## config.mk

```make
export PLATFORM = sky130hd
export DESIGN_NAME = swmf_job_queue
export DESIGN_NICKNAME = d
export VERILOG_FILES = /design/src/hw/rtl/swmf_pkg.sv /design/src/hw/rtl/swmf_job_queue.sv
export VERILOG_INCLUDE_DIRS = /design/src /design/src/hw/rtl
export SDC_FILE = /design/constraint.sdc
export NUM_CORES = 1
export LEC_CHECK = 0
export ABC_CLOCK_PERIOD_IN_PS = 4400
export BUFFER_PORTS_ARGS = -buffer_cell sky130_fd_sc_hd__clkbuf_2
export CAP_MARGIN = 30
export CORE_MARGIN = 4
export CORE_UTILIZATION = 25
export DETAILED_ROUTE_END_ITERATION = 16
export RECOVER_POWER = 50
export SLEW_MARGIN = 20
export SYNTH_ARGS = -nofsm -noshare
export SYNTH_HDL_FRONTEND = slang
export SYNTH_SLANG_ARGS = --single-unit
```

## constraint.sdc

```tcl
create_clock -name clk_i -period 4.4 [get_ports clk_i]
set_clock_uncertainty 0.1 [all_clocks]
set_input_delay 0.88 -clock clk_i [delete_from_list [all_inputs] [get_ports clk_i]]
set_output_delay 0.88 -clock clk_i [all_outputs]
set_load 0.05 [all_outputs]
```

## src/hw/rtl/side_window_median_filter_defines.svh

```systemverilog
// ----------------------------------------------------------------------------
// side window median filter assertion macros
// Concurrent assertion wrappers on clk_i and rst_ni, removed by NO_ASSERTIONS.
// ----------------------------------------------------------------------------
`ifndef SIDE_WINDOW_MEDIAN_FILTER_DEFINES_SVH
`define SIDE_WINDOW_MEDIAN_FILTER_DEFINES_SVH
`ifndef NO_ASSERTIONS
`define SWMF_ASSERT(name, prop) \
  name: assert property (@(posedge clk_i) disable iff (!rst_ni) prop) \
    else $error("swmf property violated");
`define SWMF_ASSERT_NEVER(name, expr) \
  name: assert property (@(posedge clk_i) disable iff (!rst_ni) !(expr)) \
    else $error("swmf forbidden condition seen");
`else
`define SWMF_ASSERT(name, prop)
`define SWMF_ASSERT_NEVER(name, expr)
`endif
`endif

```

## src/hw/rtl/swmf_pkg.sv

```systemverilog
// ----------------------------------------------------------------------------
// swmf_pkg
// Shared widths, register codes and request types of the side window filter.
// ----------------------------------------------------------------------------
package swmf_pkg;

  localparam int CFG_W      = 11;
  localparam int CFG_IDX_W  = 2;
  localparam int RAD_W      = 3;
  localparam int COL_W      = 11;
  localparam int ROW_W      = 10;
  localparam int SLOT_W     = 5;
  localparam int CH_W       = 8;
  localparam int NUM_CH     = 3;
  localparam int PIX_W      = 24;
  localparam int SIDE_W     = 3;
  localparam int NUM_SIDES  = 8;
  localparam int LAG_W      = 15;
  localparam int ERR_W      = 10;
  localparam int MAX_HEIGHT = 1024;

  localparam logic [CFG_W-1:0] RST_WIDTH  = 11'd640;
  localparam logic [CFG_W-1:0] RST_HEIGHT = 11'd480;
  localparam logic [RAD_W-1:0] RST_RADIUS = 3'd1;

  typedef enum logic [CFG_IDX_W-1:0] {
    CFG_WIDTH  = 2'd0,
    CFG_HEIGHT = 2'd1,
    CFG_RADIUS = 2'd2
  } cfg_idx_e;

  // effective (clamped) frame geometry
  typedef struct packed {
    logic [COL_W-1:0] width;
    logic [CFG_W-1:0] height;
    logic [RAD_W-1:0] radius;
  } cfg_t;

  // one output position to be filtered
  typedef struct packed {
    logic [ROW_W-1:0]  row;
    logic [COL_W-1:0]  col;
    logic [SLOT_W-1:0] slot;
    logic              last;
  } job_t;

endpackage

```

## src/hw/rtl/swmf_job_queue.sv

```systemverilog
// ----------------------------------------------------------------------------
// swmf_job_queue
// Two entry queue of output positions between the front and the back end.
// ----------------------------------------------------------------------------
`include "side_window_median_filter_defines.svh"

module swmf_job_queue (
  input  logic            clk_i,
  input  logic            rst_ni,
  input  logic            push_i,
  input  swmf_pkg::job_t  job_i,
  input  logic            pop_i,
  output swmf_pkg::job_t  job_o,
  output logic            empty_o,
  output logic            full_o
);

  swmf_pkg::job_t entry_q [2];
  logic           wr_ptr_q;
  logic           rd_ptr_q;
  logic [1:0]     count_q;

  assign empty_o = (count_q == 2'd0);
  assign full_o  = (count_q == 2'd2);
  assign job_o   = entry_q[rd_ptr_q];

  always_ff @(posedge clk_i or negedge rst_ni) begin
    if (!rst_ni) begin
      wr_ptr_q <= 1'b0;
      rd_ptr_q <= 1'b0;
      count_q  <= 2'd0;
    end else begin
      if (push_i) begin
        entry_q[wr_ptr_q] <= job_i;
        wr_ptr_q          <= ~wr_ptr_q;
      end
      if (pop_i) begin
        rd_ptr_q <= ~rd_ptr_q;
      end
      if (push_i && !pop_i) begin
        count_q <= count_q + 2'd1;
      end else if (pop_i && !push_i) begin
        count_q <= count_q - 2'd1;
      end
    end
  end

  `SWMF_ASSERT_NEVER(a_queue_overflow, push_i && full_o && !pop_i)
  `SWMF_ASSERT_NEVER(a_queue_underflow, pop_i && empty_o)

endmodule

```

==> key figures, run 1 <==
STA
  • Final Cycle Share: 76.2%
  • Fmax achieved: 0.298 GHz
  • Least-Margin Pin Slew: 1.64 ns
  • Sum Neg Setup Slack: 0 ns
  • Final Setup Violations: 0
  • Tmin final: 3.35 ns
  • Slew margin rel.: -9.56%
  • Pins Over Slew Limit: 57
  • Final hold violations: 0
  • RSZ-0062 raised after global routing: false

Layout
  • # diodes: 0
  • Most frequent cells in the layout: 54 x edfxtp_1, 34 x clkbuf_2, 27 x clkbuf_1, 19 x mux2_4, 9 x clkbuf_8
  • Area Growth Syn to Fin: 23.4%
  • Commonest non-fill, non-tap cell in the layout: edfxtp_1
  • Final net count: 202
  • Layout cells sized above 1: 44.0%
  • Filler Cells Inserted: 859

Synth
  • Mapped Avg Cell Area: 22.1 um^2
  • Netlist cell types: 14
  • Cells after Synth: 101
  • Net Count, Synth: 133
  • Syn. warnings: 0
  • Seq/Total Area, Yosys: 77.0%
  • Mapped cell area: 2240 um^2
  • Seq cells post-synth: 58

Worst setup path
  • Max FO, Critical Path: 28
  • WP data required: 3.42 ns
  • CP Class: flop to primary output
  • Critical Path AT: 2.37 ns
  • Critical Path End Type: primary output
  • Startpoint types: flop

Drt
  • Drt total wl: 3.92 mm
  • Drc violations: 0
  • Starting DRT DRC Count: 24
  • Vias per Instance: 3.93
  • Via count: 1112
  • DRT antenna net count: 0
  • First-pass DRT Iterations: 4
  • WL per Instance: 13.9 um

Pwr
  • VDD IR max: 0.362 mV
  • Leak Pwr: 1.04 nW
  • Cell area power density: 675 nW/um^2
  • PnR Total Power: 0.00186 W

Worst hold path
  • Hold Path Class: primary input to async pin

Clocking
  • Post-CTS Setup Bufs: 0
  • Clock-pin slew on the worst setup and hold paths: 0.07 ns
  • Cts hold-fix bufs: 0
  • H-tree levels: 3
  • Clock buffer depth: 2
  • CTS tree: built
  • Root buf cell: clkbuf_8
  • Cells resized by post-CTS repair: 0
  • Clk Latency, worst-skew pair: 0.32 ns
  • CTS buffer count: 9
  • Clock sink count: 58

Global routing
  • Tot GR Track Use: 7.73%
  • Antenna violations before repair: 0
  • Global-route wire length before repair: 5.89 mm
  • Pin count of the biggest net entering global routing: 29
  • Vias in the first global route: 1180
  • Total gr overflow: 0

Status
  • Status: complete, but fails checks
  • Failing checks: max-capacitance violations, max-slew violations

Floorplan
  • Initial core utilization: 25.6%
  • Num ports: 60
  • Rows: 34
  • Total die area: 10500 um^2
  • Core area: 8720 um^2
  • Die Wd: 103 um
  • DIE HEIGHT: 103 um

Flow run
  • MaxCap Viol Count: 2

Placement
  • RePlAce Congestion: 0.639
  • DP Wirelength: 2.65 mm
  • PortBufs: 59
-- flip-flops by register name, summed over array words and instances, names as in the netlist --
name / flops
entry_q: 54
wr_ptr_q: 1
rd_ptr_q: 1
count_q: 2
-- routing by layer --
layer / wire [um] / global-route usage (%)
met5: 0 / 0
met1: 1620 / 9.25
met2: 1840 / 11.6
met3: 368 / 3.25
met4: 89 / 4.54
-- worst max-delay path, cell delays in order, from the launching register on --
cell      delay [ns]
dfrtp_1         1.35
mux2_2          0.45
clkbuf_2        0.24
-- layout make-up --
class	instances	area, um^2	share of cell area, %
timing repair buffer	61	275	9.98
inverter	1	3.75	0.136
tap	108	135	4.90
sequential	58	1720	62.4
multi-input combinational	39	462	16.7
clock buffer	10	128	4.63
clock inverter	6	33.8	1.22
-- Yosys cell counts --
cell type  number  share of area [%]
mux2_4         19                 13
nor2_1          3               0.50
and3_1          1               0.28
nand2_1         1               0.17
xor2_1          4                1.6
inv_1           1               0.17
buf_6           1               0.50
nor2b_1         1               0.28
buf_12          2                1.8
xnor2_1         1               0.39
mux2_2          8                4.0
ha_1            1               0.56
edfxtp_1       54                 73
dfrtp_1         4                4.5
-- metrics by stage --
stage	util [%]	hold slack, ns	instance area [um^2]	cells	setup WS (ns)
2_1_floorplan	-	0.354	2240	101	1.81
3_3_place_gp	30.2	0.382	2630	267	1.84
3_5_place_dp	30.2	0.380	2630	267	1.81
4_1_cts	32.1	0.242	2800	283	1.44
5_1_grt	31.6	0.313	2760	283	0.887
6_report	31.6	0.306	2760	283	1.05
-- cell families after synthesis --
logic type	count (synthesis)	share of synthesized area [%]
buffers and inverters	4	2.46
multiplexers	27	16.8
adder cells (fa/ha/maj)	1	0.560
flip-flops	58	77.0
AND/OR/NAND/NOR	6	1.23
XOR/XNOR	5	1.96
-- path summary, 6_finish.rpt --
check	cells past startpoint	slack (ns)	from	to
worst min-delay path	1	0.31	rst_ni	count_q[1]
worst max register to register	2	2.16	wr_ptr_q	entry_q[1][6]
worst min register to register	1	0.40	count_q[1]	count_q[1]
max in group asynchronous	1	3.66	rst_ni	wr_ptr_q
min in group clk_i	1	0.40	count_q[1]	count_q[1]
worst max-delay path	2	1.05	rd_ptr_q	job_o[24]
-- power breakdown --
group          total [W]  internal [W]  leakage (nW)  switching, W
Clock           0.000398      0.000199        0.0795      0.000199
Sequential      0.000775      0.000684         0.543     0.0000913
Combinational   0.000689      0.000238         0.415      0.000450
Total            0.00186       0.00112          1.04      0.000740
No activity file was read; power rests on OpenSTA's default activity.
==> run 2: changes to the inputs <==
--- a/config.mk
+++ b/config.mk
@@ -6,7 +6,8 @@
 export SDC_FILE = /design/constraint.sdc
 export NUM_CORES = 1
 export LEC_CHECK = 0
-export ABC_CLOCK_PERIOD_IN_PS = 4400
+export ABC_AREA = 1
+export ABC_CLOCK_PERIOD_IN_PS = 3150
 export BUFFER_PORTS_ARGS = -buffer_cell sky130_fd_sc_hd__clkbuf_2
 export CAP_MARGIN = 30
 export CORE_MARGIN = 4
==> constraint.sdc (replaced) <==
create_clock -name clk_i -period 3.15 [get_ports clk_i]
set_clock_uncertainty 0.1 [all_clocks]
set_input_delay 0.63 -clock clk_i [delete_from_list [all_inputs] [get_ports clk_i]]
set_output_delay 0.63 -clock clk_i [all_outputs]
set_load 0.05 [all_outputs]
==> run 2 against run 1 <==
Net effect:
- the run now ends clean
- critical path depth is the same
- clock power up 41%
- synthesized area is 0.84% higher
- sequential power increased by 39%
- largest power group unchanged
- first-iteration DRC count increased by 67%
- setup slack got worse by 0.53 ns
- global-route usage grew 0.33 points
- die area is 0.77% higher
- hold slack improved by 0.082 ns
==> key figures, run 2 <==
Drt
  • Drc violations: 0 (unchanged)
  • First-pass DRT Iterations: 3 (-1)
  • Starting DRT DRC Count: 40 (+67%)
  • DRT antenna net count: 0 (unchanged)
  • Via count: 1160 (+4.3%)
  • Vias per Instance: 3.97 (+1.1%)
  • Drt total wl: 4.05 mm (+3.4%)
  • WL per Instance: 13.9 um (+0.21%)

Floorplan
  • Num ports: 60 (unchanged)
  • Initial core utilization: 25.7% (+0.090 points)
  • DIE HEIGHT: 103 um (+0.39%)
  • Die Wd: 103 um (+0.39%)
  • Total die area: 10600 um^2 (+0.77%)
  • Rows: 34 (unchanged)
  • Core area: 8760 um^2 (+0.49%)

Synth
  • Most frequent cell after synthesis: edfxtp_1
  • Mux contribution to synthesized area: 16.6% (-0.14 points)
  • Post-synth EDFFs: 54 (unchanged)
  • Net Count, Synth: 141 (+6.0%)
  • Mapped cell area: 2250 um^2 (+0.84%)
  • Largest family of logic cells by synthesized area: multiplexers
  • Top-area cell type share of the netlist area: 71.9% (-0.60 points)
  • Syn. warnings: 0 (unchanged)
  • Mapped Avg Cell Area: 20.7 um^2 (-6.6%)
  • Synth area leaders: edfxtp_1 72%, mux2_4 13%, dfrtp_1 4.4%, mux2_2 4.0%, buf_12 1.8%
  • Ys flop type: edfxtp_1
  • Simple-gate share of the synthesized area: 2.00% (+0.77 points)
  • Cell taking the most area after synthesis: edfxtp_1
  • Netlist cell types: 14 (unchanged)
  • Synth Area in XOR/XNOR: 1.17% (-0.79 points)
  • Cells after Synth: 109 (+7.9%)
  • Compound-Gate Fraction of Synth Area: 0% (unchanged)
  • Post-Synth Adder-Cell Area: 0.555% (-0.0047 points)
  • Most common library cells after synthesis: 54 x edfxtp_1, 19 x mux2_4, 8 x mux2_2
  • Post-synth ARST share: 6.90% (unchanged)
  • Seq/Total Area, Yosys: 76.4% (-0.64 points)
  • Seq cells post-synth: 58 (unchanged)

Clocking
  • CTS tree: built
  • Clock buffer depth: 2 (unchanged)
  • Cells resized by post-CTS repair: 0 (unchanged)
  • Root buf cell: clkbuf_8
  • Clock-pin slew on the worst setup and hold paths: 0.06 ns (about the same)
  • H-tree levels: 3 (unchanged)
  • Cts hold-fix bufs: 1 (+1)
  • Clk Latency, worst-skew pair: 0.32 ns (about the same)
  • Post-CTS Setup Bufs: 0 (unchanged)
  • Clock sink count: 58 (unchanged)
  • CTS buffer count: 9 (unchanged)

Worst hold path
  • Hold_sp: job_i[17]
  • Worst Hold Path Cells: 1
  • Hold endpoint: entry_q[1][17]
  • Hold Path Class: primary input to flop

Layout
  • Filler Cells Inserted: 907 (+5.6%)
  • Area Growth Syn to Fin: 23.8%
  • Layout cells sized above 1: 42.4% (-1.6 points)
  • Max reg flops: 54 (unchanged)
  • Register bank with the most flops: entry_q
  • # diodes: 0 (unchanged)
  • Register area: 1720 um^2 (about the same)
  • Area of the multi-input gates: 464 um^2 (+0.54%)
  • Most frequent cells in the layout: 54 x edfxtp_1, 33 x clkbuf_2, 27 x clkbuf_1, 19 x mux2_4, 9 x clkbuf_8
  • Largest registers: entry_q: 54 flops, count_q: 2 flops
  • Final net count: 211 (+4.5%)
  • Commonest non-fill, non-tap cell in the layout: edfxtp_1
  • Post-Layout Cell Count: 292 (+3.2%)

Global routing
  • Total gr overflow: 0 (unchanged)
  • Tot GR Track Use: 8.05% (+0.33 points)
  • Vias in the first global route: 1216 (+3.1%)
  • Global-route wire length before repair: 6.10 mm (+3.5%)
  • Pin count of the biggest net entering global routing: 29 (unchanged)
  • Antenna violations before repair: 0 (unchanged)

Pwr
  • Cell area power density: 932 nW/um^2 (+38%)
  • Clock Power Share: 21.6% (+0.2 points)
  • Leak Pwr: 1.06 nW (+2.2%)
  • Sw power: 0.00105 W (+42%)
  • Combinational fraction of design power: 36.7% (-0.3 points)
  • Sw Share: 40.4% (+0.62 points)
  • VDD IR max: 0.518 mV (+43%)
  • Sequential Power Share: 41.7% (about the same)
  • Int Pwr: 0.00155 W (+38%)

STA
  • Pins Over Slew Limit: 0 (-100%)
  • Final Setup Violations: 0 (unchanged)
  • Final hold violations: 0 (unchanged)
  • RSZ-0062 raised after global routing: false
  • Fmax achieved: 0.379 GHz
  • Slew margin rel.: 43.9% (+54 points)
  • Sum Neg Setup Slack: 0 ns (unchanged)
  • Final Cycle Share: 83.7%
  • Tmin final: 2.64 ns
  • Least-Margin Pin Slew: 0.841 ns (-0.803 ns)

Flow run
  • MaxCap Viol Count: 0 (-2)

Worst setup path
  • Worst path max stage delay: 0.92 ns (-0.43 ns)
  • Critical Path AT: 1.91 ns (-0.46 ns)
  • R2r setup slk: 1.54 ns (-0.62 ns)
  • Max FO, Critical Path: 28 (unchanged)
  • Slowest CP cell: dfrtp_2
  • Worst-path cell chain: mux2_2 -> clkbuf_2
  • Reg2reg start: wr_ptr_q
  • Startpoint types: flop
  • CP Buf/Inv Count: 1 (unchanged)
  • CP Class: flop to primary output
  • Reg2reg path depth: 2 (unchanged)
  • Crit path from: rd_ptr_q
  • Top delay family on crit path: flip-flops
  • WP data required: 2.42 ns (-1.00 ns)
  • R2R Path End: entry_q[0][0]
  • Critical Path End Type: primary output

Placement
  • PortBufs: 59 (unchanged)
  • RePlAce Congestion: 0.648 (+1.5%)
  • DP Wirelength: 2.67 mm (+0.85%)
  • Cells after DPL: 275 (+3.0%)

Status
  • Status: completed
==> run 2: layer usage <==
layer | up-vias | routed length, um | global-route usage [%]
met1 | 566 | 1710 | 8.60
met3 | 5 | 350 | 4.67
li1 | 549 | - | -
met5 | - | 0 | 0
met2 | 40 | 1950 | 12.9
met4 | 0 | 44 | 3.59
==> run 2: worst max path at each step <==
| stage | endpoint | slack [ns] | cells after the start |
|---|---|---|---|
| finish | job_o[25] | 0.51 | 2 |
| global route | job_o[24] | 0.40 | 2 |
| CTS | job_o[25] | 0.44 | 2 |
| detailed placement | job_o[25] | 0.82 | 2 |
| global placement | job_o[25] | 0.84 | 2 |
| floorplan | entry_q[0][0] | 0.80 | 2 |
==> run 2: final cells by class <==
class                           instances  area share, %
Clock buffer                           10           4.57
Inverter                                6          0.807
Timing Repair Buffer                   62           10.2
Clock inverter                          6           1.21
Multi-Input combinational cell         42           16.6
Tap cell                              108           4.84
Sequential cell                        58           61.7
==> run 2: power groups by stage <==
stage / Clock [W] / Combinational (W) / Sequential (W)
2_1_floorplan: 0 / 0.000930 / 0.00100
3_3_place_gp: 0 / 0.000970 / 0.00110
3_5_place_dp: 0 / 0.000978 / 0.00111
4_1_cts: 0.000592 / 0.000979 / 0.00109
5_1_grt: 0.000628 / 0.00101 / 0.00110
6_report: 0.000561 / 0.000956 / 0.00108
==> run 2: per-stage QoR <==
| step | instance area, um^2 | setup WS (ns) | total power [W] | hold WS [ns] | utilization (%) |
|---|---|---|---|---|---|
| final | 2790 | 0.514 | 0.00260 | 0.388 | 31.8 |
| after global routing | 2790 | 0.395 | 0.00274 | 0.361 | 31.8 |
| after CTS | 2830 | 0.444 | 0.00266 | 0.362 | 32.3 |
| after detailed placement | 2660 | 0.820 | 0.00208 | 0.354 | 30.3 |
| after global placement | 2660 | 0.843 | 0.00207 | 0.352 | 30.3 |
| after floorplan | 2250 | 0.798 | 0.00193 | 0.234 | - |
==> run 2: cell families (layout without fill, tap and decap cells) <==
family / Yosys count / in the layout
XOR/XNOR: 3 / 3
multiplexers: 27 / 27
buffers and inverters: 9 / 84
flip-flops: 58 / 58
AND/OR/NAND/NOR: 11 / 11
adder cells (fa/ha/maj): 1 / 1
