**src/hw/rtl/side_window_median_filter_defines.svh**
```systemverilog
// ----------------------------------------------------------------------------
// side window median filter assertion macros
// Concurrent assertion wrappers on clk_i and rst_ni, removed by NO_ASSERTIONS.
// ----------------------------------------------------------------------------
`ifndef SIDE_WINDOW_MEDIAN_FILTER_DEFINES_SVH
`define SIDE_WINDOW_MEDIAN_FILTER_DEFINES_SVH
`ifndef NO_ASSERTIONS
`define SWMF_ASSERT(name, prop) \
  name: assert property (@(posedge clk_i) disable iff (!rst_ni) prop) \
    else $error("swmf property violated");
`define SWMF_ASSERT_NEVER(name, expr) \
  name: assert property (@(posedge clk_i) disable iff (!rst_ni) !(expr)) \
    else $error("swmf forbidden condition seen");
`else
`define SWMF_ASSERT(name, prop)
`define SWMF_ASSERT_NEVER(name, expr)
`endif
`endif

```
**src/hw/rtl/swmf_pkg.sv**
```systemverilog
// ----------------------------------------------------------------------------
// swmf_pkg
// Shared widths, register codes and request types of the side window filter.
// ----------------------------------------------------------------------------
package swmf_pkg;

  localparam int CFG_W      = 11;
  localparam int CFG_IDX_W  = 2;
  localparam int RAD_W      = 3;
  localparam int COL_W      = 11;
  localparam int ROW_W      = 10;
  localparam int SLOT_W     = 5;
  localparam int CH_W       = 8;
  localparam int NUM_CH     = 3;
  localparam int PIX_W      = 24;
  localparam int SIDE_W     = 3;
  localparam int NUM_SIDES  = 8;
  localparam int LAG_W      = 15;
  localparam int ERR_W      = 10;
  localparam int MAX_HEIGHT = 1024;

  localparam logic [CFG_W-1:0] RST_WIDTH  = 11'd640;
  localparam logic [CFG_W-1:0] RST_HEIGHT = 11'd480;
  localparam logic [RAD_W-1:0] RST_RADIUS = 3'd1;

  typedef enum logic [CFG_IDX_W-1:0] {
    CFG_WIDTH  = 2'd0,
    CFG_HEIGHT = 2'd1,
    CFG_RADIUS = 2'd2
  } cfg_idx_e;

  // effective (clamped) frame geometry
  typedef struct packed {
    logic [COL_W-1:0] width;
    logic [CFG_W-1:0] height;
    logic [RAD_W-1:0] radius;
  } cfg_t;

  // one output position to be filtered
  typedef struct packed {
    logic [ROW_W-1:0]  row;
    logic [COL_W-1:0]  col;
    logic [SLOT_W-1:0] slot;
    logic              last;
  } job_t;

endpackage

```
**src/hw/rtl/swmf_back.sv**
```systemverilog
// ----------------------------------------------------------------------------
// swmf_back
// Per output position: bitwise median search over the eight side windows,
// reading the neighborhood from the line store once per result bit, then
// least L1 error selection into the output register.
// ----------------------------------------------------------------------------
`include "side_window_median_filter_defines.svh"

module swmf_back #(
  parameter int MaxWidth  = 1024,
  parameter int MaxRadius = 4,
  parameter int AddrW     = 14
) (
  input  logic                        clk_i,
  input  logic                        rst_ni,
  input  swmf_pkg::cfg_t              cfg_i,
  input  logic                        job_valid_i,
  input  swmf_pkg::job_t              job_i,
  output logic                        job_pop_o,
  output logic                        idle_o,
  output logic                        rd_en_o,
  output logic [AddrW-1:0]            rd_addr_o,
  input  logic [swmf_pkg::PIX_W-1:0]  rd_data_i,
  output logic                        out_valid_o,
  input  logic                        out_ready_i,
  output logic [swmf_pkg::PIX_W-1:0]  out_bgr_o,
  output logic [swmf_pkg::SIDE_W-1:0] chosen_side_o,
  output logic                        frame_last_o
);

  localparam int StoreRows = 2 * MaxRadius + 1;
  localparam int MaxWin    = (MaxRadius + 1) * (2 * MaxRadius + 1);
  localparam int CntW      = $clog2(MaxWin + 1);
  localparam int OffW      = swmf_pkg::RAD_W + 1;
  localparam int PosW      = 13;
  localparam int SlotSW    = 7;

  typedef enum logic [2:0] {
    ST_IDLE, ST_SCAN, ST_DRAIN, ST_STEP, ST_ERR, ST_PICK
  } state_e;

  typedef enum logic [2:0] {
    SIDE_L, SIDE_R, SIDE_U, SIDE_D, SIDE_LU, SIDE_LD, SIDE_RU, SIDE_RD
  } side_e;

  state_e                           state_q;
  swmf_pkg::job_t                   job_q;
  logic signed [OffW-1:0]           dy_q;
  logic signed [OffW-1:0]           dx_q;
  logic [2:0]                       bit_q;
  logic [swmf_pkg::CH_W-1:0]        med_q [swmf_pkg::NUM_SIDES][swmf_pkg::NUM_CH];
  logic [CntW-1:0]                  cnt_q [swmf_pkg::NUM_SIDES][swmf_pkg::NUM_CH];
  logic                             tag_v_q;
  logic signed [OffW-1:0]           tag_dy_q;
  logic signed [OffW-1:0]           tag_dx_q;
  logic [swmf_pkg::PIX_W-1:0]       src_q;
  logic [swmf_pkg::ERR_W-1:0]       err_q [swmf_pkg::NUM_SIDES];
  logic                             out_valid_q;
  logic [swmf_pkg::PIX_W-1:0]       out_bgr_q;
  logic [swmf_pkg::SIDE_W-1:0]      side_q;
  logic                             last_q;

  logic signed [OffW-1:0]           r_s;
  logic signed [OffW-1:0]           r_neg;
  logic signed [PosW-1:0]           row_s;
  logic signed [PosW-1:0]           ri;
  logic signed [PosW-1:0]           ci;
  logic signed [PosW-1:0]           re;
  logic signed [SlotSW-1:0]         sl;
  logic [swmf_pkg::CH_W-1:0]        low_mask;
  logic [CntW-1:0]                  k_half;
  logic [CntW-1:0]                  k_quad;
  logic                             inc [swmf_pkg::NUM_SIDES][swmf_pkg::NUM_CH];
  logic [swmf_pkg::ERR_W-1:0]       err_c [swmf_pkg::NUM_SIDES];
  logic [swmf_pkg::SIDE_W-1:0]      best_side;
  logic [swmf_pkg::ERR_W-1:0]       best_err;
  logic                             out_free;

  function automatic logic signed [PosW-1:0] reflect(input logic signed [PosW-1:0] i,
                                                     input logic signed [PosW-1:0] last);
    logic signed [PosW-1:0] v;
    v = i;
    if (v < 0) begin
      v = -v;
    end
    if (v > last) begin
      v = (last <<< 1) - v;
    end
    return v;
  endfunction

  function automatic logic in_side(input side_e s, input logic signed [OffW-1:0] dy,
                                   input logic signed [OffW-1:0] dx);
    logic m;
    unique case (s)
      SIDE_L:  m = (dx <= 0);
      SIDE_R:  m = (dx >= 0);
      SIDE_U:  m = (dy <= 0);
      SIDE_D:  m = (dy >= 0);
      SIDE_LU: m = (dx <= 0) && (dy <= 0);
      SIDE_LD: m = (dx <= 0) && (dy >= 0);
      SIDE_RU: m = (dx >= 0) && (dy <= 0);
      SIDE_RD: m = (dx >= 0) && (dy >= 0);
      default: m = 1'b0;
    endcase
    return m;
  endfunction

  assign r_s   = $signed({1'b0, cfg_i.radius});
  assign r_neg = -r_s;

  // neighborhood address with reflect-101 borders
  always_comb begin
    row_s = $signed({3'b000, job_q.row});
    ri    = reflect(row_s + PosW'(dy_q), $signed({2'b00, cfg_i.height}) - PosW'(1));
    ci    = reflect($signed({2'b00, job_q.col}) + PosW'(dx_q),
                    $signed({2'b00, cfg_i.width}) - PosW'(1));
    re    = ri - row_s;
    sl    = $signed({2'b00, job_q.slot}) + SlotSW'(re);
    if (sl < 0) begin
      sl = sl + SlotSW'(StoreRows);
    end else if (sl >= SlotSW'(StoreRows)) begin
      sl = sl - SlotSW'(StoreRows);
    end
  end

  assign rd_en_o   = (state_q == ST_SCAN);
  assign rd_addr_o = AddrW'($unsigned(sl)) * AddrW'(MaxWidth) + AddrW'($unsigned(ci));

  assign low_mask = (swmf_pkg::CH_W'(1) << bit_q) - swmf_pkg::CH_W'(1);
  assign k_half   = CntW'(((CntW'(cfg_i.radius) + CntW'(1))
                           * (CntW'(cfg_i.radius) * CntW'(2) + CntW'(1))) >> 1);
  assign k_quad   = CntW'(((CntW'(cfg_i.radius) + CntW'(1))
                           * (CntW'(cfg_i.radius) + CntW'(1))) >> 1);

  always_comb begin
    for (int s = 0; s < swmf_pkg::NUM_SIDES; s++) begin
      for (int c = 0; c < swmf_pkg::NUM_CH; c++) begin
        inc[s][c] = tag_v_q && in_side(side_e'(s), tag_dy_q, tag_dx_q)
                    && (rd_data_i[c*swmf_pkg::CH_W +: swmf_pkg::CH_W]
                        <= (med_q[s][c] | low_mask));
      end
    end
  end

  always_comb begin
    logic [swmf_pkg::CH_W-1:0] a;
    logic [swmf_pkg::CH_W-1:0] b;
    for (int s = 0; s < swmf_pkg::NUM_SIDES; s++) begin
      err_c[s] = '0;
      for (int c = 0; c < swmf_pkg::NUM_CH; c++) begin
        a = src_q[c*swmf_pkg::CH_W +: swmf_pkg::CH_W];
        b = med_q[s][c];
        err_c[s] = err_c[s] + swmf_pkg::ERR_W'((a > b) ? a - b : b - a);
      end
    end
  end

  // first minimum wins
  always_comb begin
    best_side = '0;
    best_err  = err_q[0];
    for (int s = 1; s < swmf_pkg::NUM_SIDES; s++) begin
      if (err_q[s] < best_err) begin
        best_err  = err_q[s];
        best_side = swmf_pkg::SIDE_W'(s);
      end
    end
  end

  assign out_free  = !out_valid_q || out_ready_i;
  assign idle_o    = (state_q == ST_IDLE);
  assign job_pop_o = (state_q == ST_IDLE) && job_valid_i;

  always_ff @(posedge clk_i or negedge rst_ni) begin
    if (!rst_ni) begin
      state_q     <= ST_IDLE;
      tag_v_q     <= 1'b0;
      out_valid_q <= 1'b0;
    end else begin
      tag_v_q  <= (state_q == ST_SCAN);
      tag_dy_q <= dy_q;
      tag_dx_q <= dx_q;
      if (tag_v_q) begin
        for (int s = 0; s < swmf_pkg::NUM_SIDES; s++) begin
          for (int c = 0; c < swmf_pkg::NUM_CH; c++) begin
            if (inc[s][c]) begin
              cnt_q[s][c] <= cnt_q[s][c] + CntW'(1);
            end
          end
        end
        if (tag_dy_q == 0 && tag_dx_q == 0) begin
          src_q <= rd_data_i;
        end
      end
      if (out_valid_q && out_ready_i) begin
        out_valid_q <= 1'b0;
      end
      unique case (state_q)
        ST_IDLE: begin
          if (job_valid_i) begin
            job_q <= job_i;
            dy_q  <= r_neg;
            dx_q  <= r_neg;
            bit_q <= 3'd7;
            for (int s = 0; s < swmf_pkg::NUM_SIDES; s++) begin
              for (int c = 0; c < swmf_pkg::NUM_CH; c++) begin
                med_q[s][c] <= '0;
                cnt_q[s][c] <= '0;
              end
            end
            state_q <= ST_SCAN;
          end
        end
        ST_SCAN: begin
          if (dx_q == r_s) begin
            dx_q <= r_neg;
            if (dy_q == r_s) begin
              state_q <= ST_DRAIN;
            end else begin
              dy_q <= dy_q + OffW'(1);
            end
          end else begin
            dx_q <= dx_q + OffW'(1);
          end
        end
        ST_DRAIN: begin
          state_q <= ST_STEP;
        end
        ST_STEP: begin
          for (int s = 0; s < swmf_pkg::NUM_SIDES; s++) begin
            for (int c = 0; c < swmf_pkg::NUM_CH; c++) begin
              if (cnt_q[s][c] < ((s < 4) ? k_half : k_quad)) begin
                med_q[s][c][bit_q] <= 1'b1;
              end
              cnt_q[s][c] <= '0;
            end
          end
          if (bit_q == 3'd0) begin
            state_q <= ST_ERR;
          end else begin
            bit_q   <= bit_q - 3'd1;
            dy_q    <= r_neg;
            dx_q    <= r_neg;
            state_q <= ST_SCAN;
          end
        end
        ST_ERR: begin
          for (int s = 0; s < swmf_pkg::NUM_SIDES; s++) begin
            err_q[s] <= err_c[s];
          end
          state_q <= ST_PICK;
        end
        ST_PICK: begin
          if (out_free) begin
            out_bgr_q   <= {med_q[best_side][2], med_q[best_side][1], med_q[best_side][0]};
            side_q      <= best_side;
            last_q      <= job_q.last;
            out_valid_q <= 1'b1;
            state_q     <= ST_IDLE;
          end
        end
        default: begin
          state_q <= ST_IDLE;
        end
      endcase
    end
  end

  assign out_valid_o   = out_valid_q;
  assign out_bgr_o     = out_bgr_q;
  assign chosen_side_o = side_q;
  assign frame_last_o  = last_q;

  `SWMF_ASSERT(a_drain_sees_last_read, state_q == ST_DRAIN |-> tag_v_q)
  `SWMF_ASSERT(a_step_counts_settled, state_q == ST_STEP |-> !tag_v_q)

endmodule

```
**config.mk**
```make
export PLATFORM = sky130hd
export DESIGN_NAME = swmf_back
export DESIGN_NICKNAME = d
export VERILOG_FILES = /design/src/hw/rtl/swmf_pkg.sv /design/src/hw/rtl/swmf_back.sv
export VERILOG_INCLUDE_DIRS = /design/src /design/src/hw/rtl
export SDC_FILE = /design/constraint.sdc
export NUM_CORES = 2
export LEC_CHECK = 0
export ABC_AREA = 1
export BUFFER_PORTS_ARGS = -buffer_cell sky130_fd_sc_hd__buf_2
export CELL_PAD_IN_SITES_DETAIL_PLACEMENT = 1
export CELL_PAD_IN_SITES_GLOBAL_PLACEMENT = 2
export CORE_ASPECT_RATIO = 1.2
export CORE_MARGIN = 1.5
export CORE_UTILIZATION = 42
export DETAILED_ROUTE_END_ITERATION = 16
export GPL_ROUTABILITY_DRIVEN = 0
export PLACE_DENSITY = 0.94
export SYNTH_ARGS = -nofsm -noshare
export SYNTH_HDL_FRONTEND = slang
export SYNTH_SLANG_ARGS = --single-unit
```
**constraint.sdc**
```tcl
create_clock -name clk_i -period 21.7 [get_ports clk_i]
set_clock_uncertainty 0.05 [all_clocks]
set_input_delay 2.17 -clock clk_i [delete_from_list [all_inputs] [get_ports clk_i]]
set_output_delay 2.17 -clock clk_i [all_outputs]
set_load 0.02 [all_outputs]
```
==> run_results.csv <==
group,metric,value,unit
floorplanning,die_y,391,um
yosys,async_flop_share,0.00963,
clocking,clockRootBuffer,"clkbuf_16",
global_routing,grt_first_pass_wirelength,317000,um
yosys,synth_edf_count,274,
layout,fillers,15300,
critical_path,path_class,"flip-flop to flip-flop",
global_routing,use_met3,0.0543,
placed_design,place_area,55100,sq um
clocking,ctsResizeCount,0,
sta,tightest_slew,1.27,ns
power,ir_drop,0.357,mV
yosys,synth_area,52600,sq um
layout,fin_nets,7932,
worst_hold_path,whs_path_depth,0,
sta,rsz0062_at_grt,"false",
sta,setup_tns,0,ns
layout,mostFrequentLayoutCells,"1058 x nand2_1, 1014 x inv_1, 909 x ha_1",
yosys,synth_seq_area_share,0.250,
sta,fin_crit,13.42,ns
clocking,post_cts_buffers,0,
global_routing,antenna_found_initial,22,
sta,drv_slew,0,
yosys,yosys-top-cells-area,"ha_1 22%, edfxtp_1 16%, dfxtp_1 9.1%, nand2_1 7.6%, inv_1 7.2%",
floorplanning,ios,126,
detailed_routing,firstDrtPassIters,5,
yosys,yosysTopAreaCell,"ha_1",
floorplanning,initial_core_util,0.422,
critical_path,cpMaxStageDelayCell,"nand3_2",
global_routing,grt_usage,0.331,
critical_path,crit_fanout,99,
critical_path,cp_top_family,"simple AND/OR/NAND/NOR gates",
global_routing,grt_use_met1,0.373,
detailed_routing,drc,0,
detailed_routing,via_per_inst,5.86,
layout,fin_cells,8527,
layout,syn_to_final_growth,9.23,%
detailed_routing,postRouteAntennaNets,0,
placed_design,dp_hpwl,167000,um
critical_path,timing.rr.end,"out_bgr_o[21]$_DFFE_PP_",
placed_design,dp.cells,8386,
critical_path,required,22.08,ns
floorplanning,dieArea,127000,sq um
critical_path,reg2reg_depth,70,
global_routing,met2_usage,0.554,
sta,setup_viol,0,
critical_path,cp_data_arrival_time,13.81,ns
clocking,cts_made_buffers,69,
clocking,clk_latency,0.68,ns
global_routing,overflow,0,
yosys,yosys_warnings,0,
status,status,"complete, no violations",
floorplanning,row_count,142,
critical_path,cp-start-kind,"flip-flop",
critical_path,critical_path.max_stage_delay,1.19,ns
floorplanning,core,125000,sq um
layout,drive_above_1_share,0.0526,
sta,max_freq,74.5,MHz
detailed_routing,wire_per_inst,25.1,um
worst_hold_path,hold_end,"frame_last_o$_DFFE_PP_",
clocking,clock-sinks,519,
global_routing,grt_max_degree,100,
critical_path,cpMostUsedCell,"nand2_1",
critical_path,endpoint_kind,"flip-flop",
clocking,htree_levels,3,
yosys,syn_inst,6715,
sta,hold_viol_final,0,
detailed_routing,drt-initial-drc-count,3648,
critical_path,reg2reg_from,"err_q[0][15]$_DFFE_PP_",
sta,post-route-period-util,0.619,
clocking,clock_path_buffers,3,
global_routing,grt_busiest_layer,"met2",
power,p_total,9.05,mW
yosys,ys_types,65,
critical_path,crit_buf_inv,7,
detailed_routing,vias,50000,
worst_hold_path,hp-class,"flip-flop to flip-flop",
critical_path,rrSetupSlack,8.28,ns
global_routing,grt_pass1_vias,52000,
yosys,avgSynthCellArea,7.84,sq um
power,static-leakage-power,27.5,nW
worst_hold_path,min_from,"job_q[0]$_DFFE_PP_",
job,max-cap-violations,0,
clocking,clkSlewWorstSetupHoldPaths,0.07,ns
yosys,ys_ff_latch,519,
layout,stdcell_area,57500,sq um
clocking,cts_hold_buf,0,
yosys,synth_top_area_share,0.216,
yosys,synth_flop_cell,"edfxtp_1",
power,powerDensity,157,nW/um^2
clocking,cts_tree,"built",
placed_design,portBuffers,125,
layout,final_common_cell,"nand2_1",
floorplanning,die_w,326,um
layout,fin_util,0.461,
detailed_routing,finalWirelength,214000,um
sta,slew_headroom,0.142,
[area by class of cell]
class	count	area (sq um)	area share
diodes	13	32.5	0.000566
inverters	1019	3830	0.0666
flip-flops and latches	519	13200	0.229
clock inverters	38	490	0.00853
well taps	1656	2070	0.0361
clock buffers	90	1880	0.0327
multi-input cells	5013	35000	0.609
repair buffers	179	1030	0.0179
[worst max-delay path by stage]
stage	start	to	slack, ns	depth (start not counted)
after CTS	err_q[0][15]$_DFFE_PP_	out_bgr_o[21]$_DFFE_PP_	8.35	70
after floorplan	cfg_i[3]	rd_addr_o[13]	10.87	35
final	err_q[0][15]$_DFFE_PP_	out_bgr_o[21]$_DFFE_PP_	8.28	70
after global routing	err_q[0][15]$_DFFE_PP_	out_bgr_o[15]$_DFFE_PP_	6.72	70
after detailed placement	err_q[0][3]$_DFFE_PP_	out_bgr_o[23]$_DFFE_PP_	8.40	71
after global placement	err_q[0][19]$_DFFE_PP_	out_bgr_o[9]$_DFFE_PP_	8.99	65
[per-stage QoR]
step	worst slack [ns]	hold slack, ns
after detailed placement	8.40	0.362
after CTS	8.35	0.376
after global routing	6.72	0.386
after floorplan	10.87	0.350
after global placement	8.99	0.352
final	8.28	0.373
[cells by family (layout without fill, tap and decap cells)]
logic type | count (synthesis) | count (layout) | synth area share
AND/OR/NAND/NOR | 2088 | 2088 | 0.167
AO/OA/AOI/OAI | 1521 | 1521 | 0.166
buffers and inverters | 1184 | 1326 | 0.0866
adder cells (fa/ha/maj) | 1051 | 1051 | 0.270
flip-flops | 519 | 519 | 0.250
XOR/XNOR | 304 | 304 | 0.0506
multiplexers | 47 | 47 | 0.00937
other | 1 | 15 | 0.0000713
[power breakdown]
part	internal [mW]	switching [mW]	total, mW
Clock	0.716	0.518	1.23
Combinational	2.16	4.06	6.22
Sequential	1.44	0.155	1.60
[cell usage after synthesis, types with 10 or more instances]
cell,number
a221oi_1,24
o31ai_1,10
nand2_2,11
nor3_1,63
nand2_1,1060
a21oi_1,534
edfxtp_1,274
a211oi_1,50
nor2_1,462
xor2_1,204
xnor2_1,100
nand4_1,67
clkbuf_1,117
nor3b_1,10
ha_1,909
mux2i_1,29
buf_2,22
o21bai_1,29
or2_2,11
mux2_2,18
buf_1,12
dfxtp_1,240
o221ai_1,42
fa_1,142
o21a_1,54
o211ai_1,31
a31oi_1,33
nand3_1,366
inv_1,1015
o21ai_0,523
o22ai_1,106
a21o_1,42
[routing by layer]
metal  part of all wire  up-vias
met4              0.091       12
li1                   -    22900
met5            0.00037        -
met1               0.38    24400
met3              0.065      826
met2               0.46     1854
[sequential cells by signal, indices dropped and copies added (netlist names)]
| name | count |
|---|---|
| med_q | 192 |
| cnt_q | 144 |
| err_q | 80 |
| job_q | 27 |
| out_bgr_o | 24 |
| src_q | 24 |
| dx_q | 4 |
| dy_q | 4 |
| tag_dx_q | 4 |
| tag_dy_q | 4 |
| bit_q | 3 |
| chosen_side_o | 3 |
| state_q | 3 |
| frame_last_o | 1 |
| out_valid_o | 1 |
| tag_v_q | 1 |
Power figures use the tool's default switching activity.
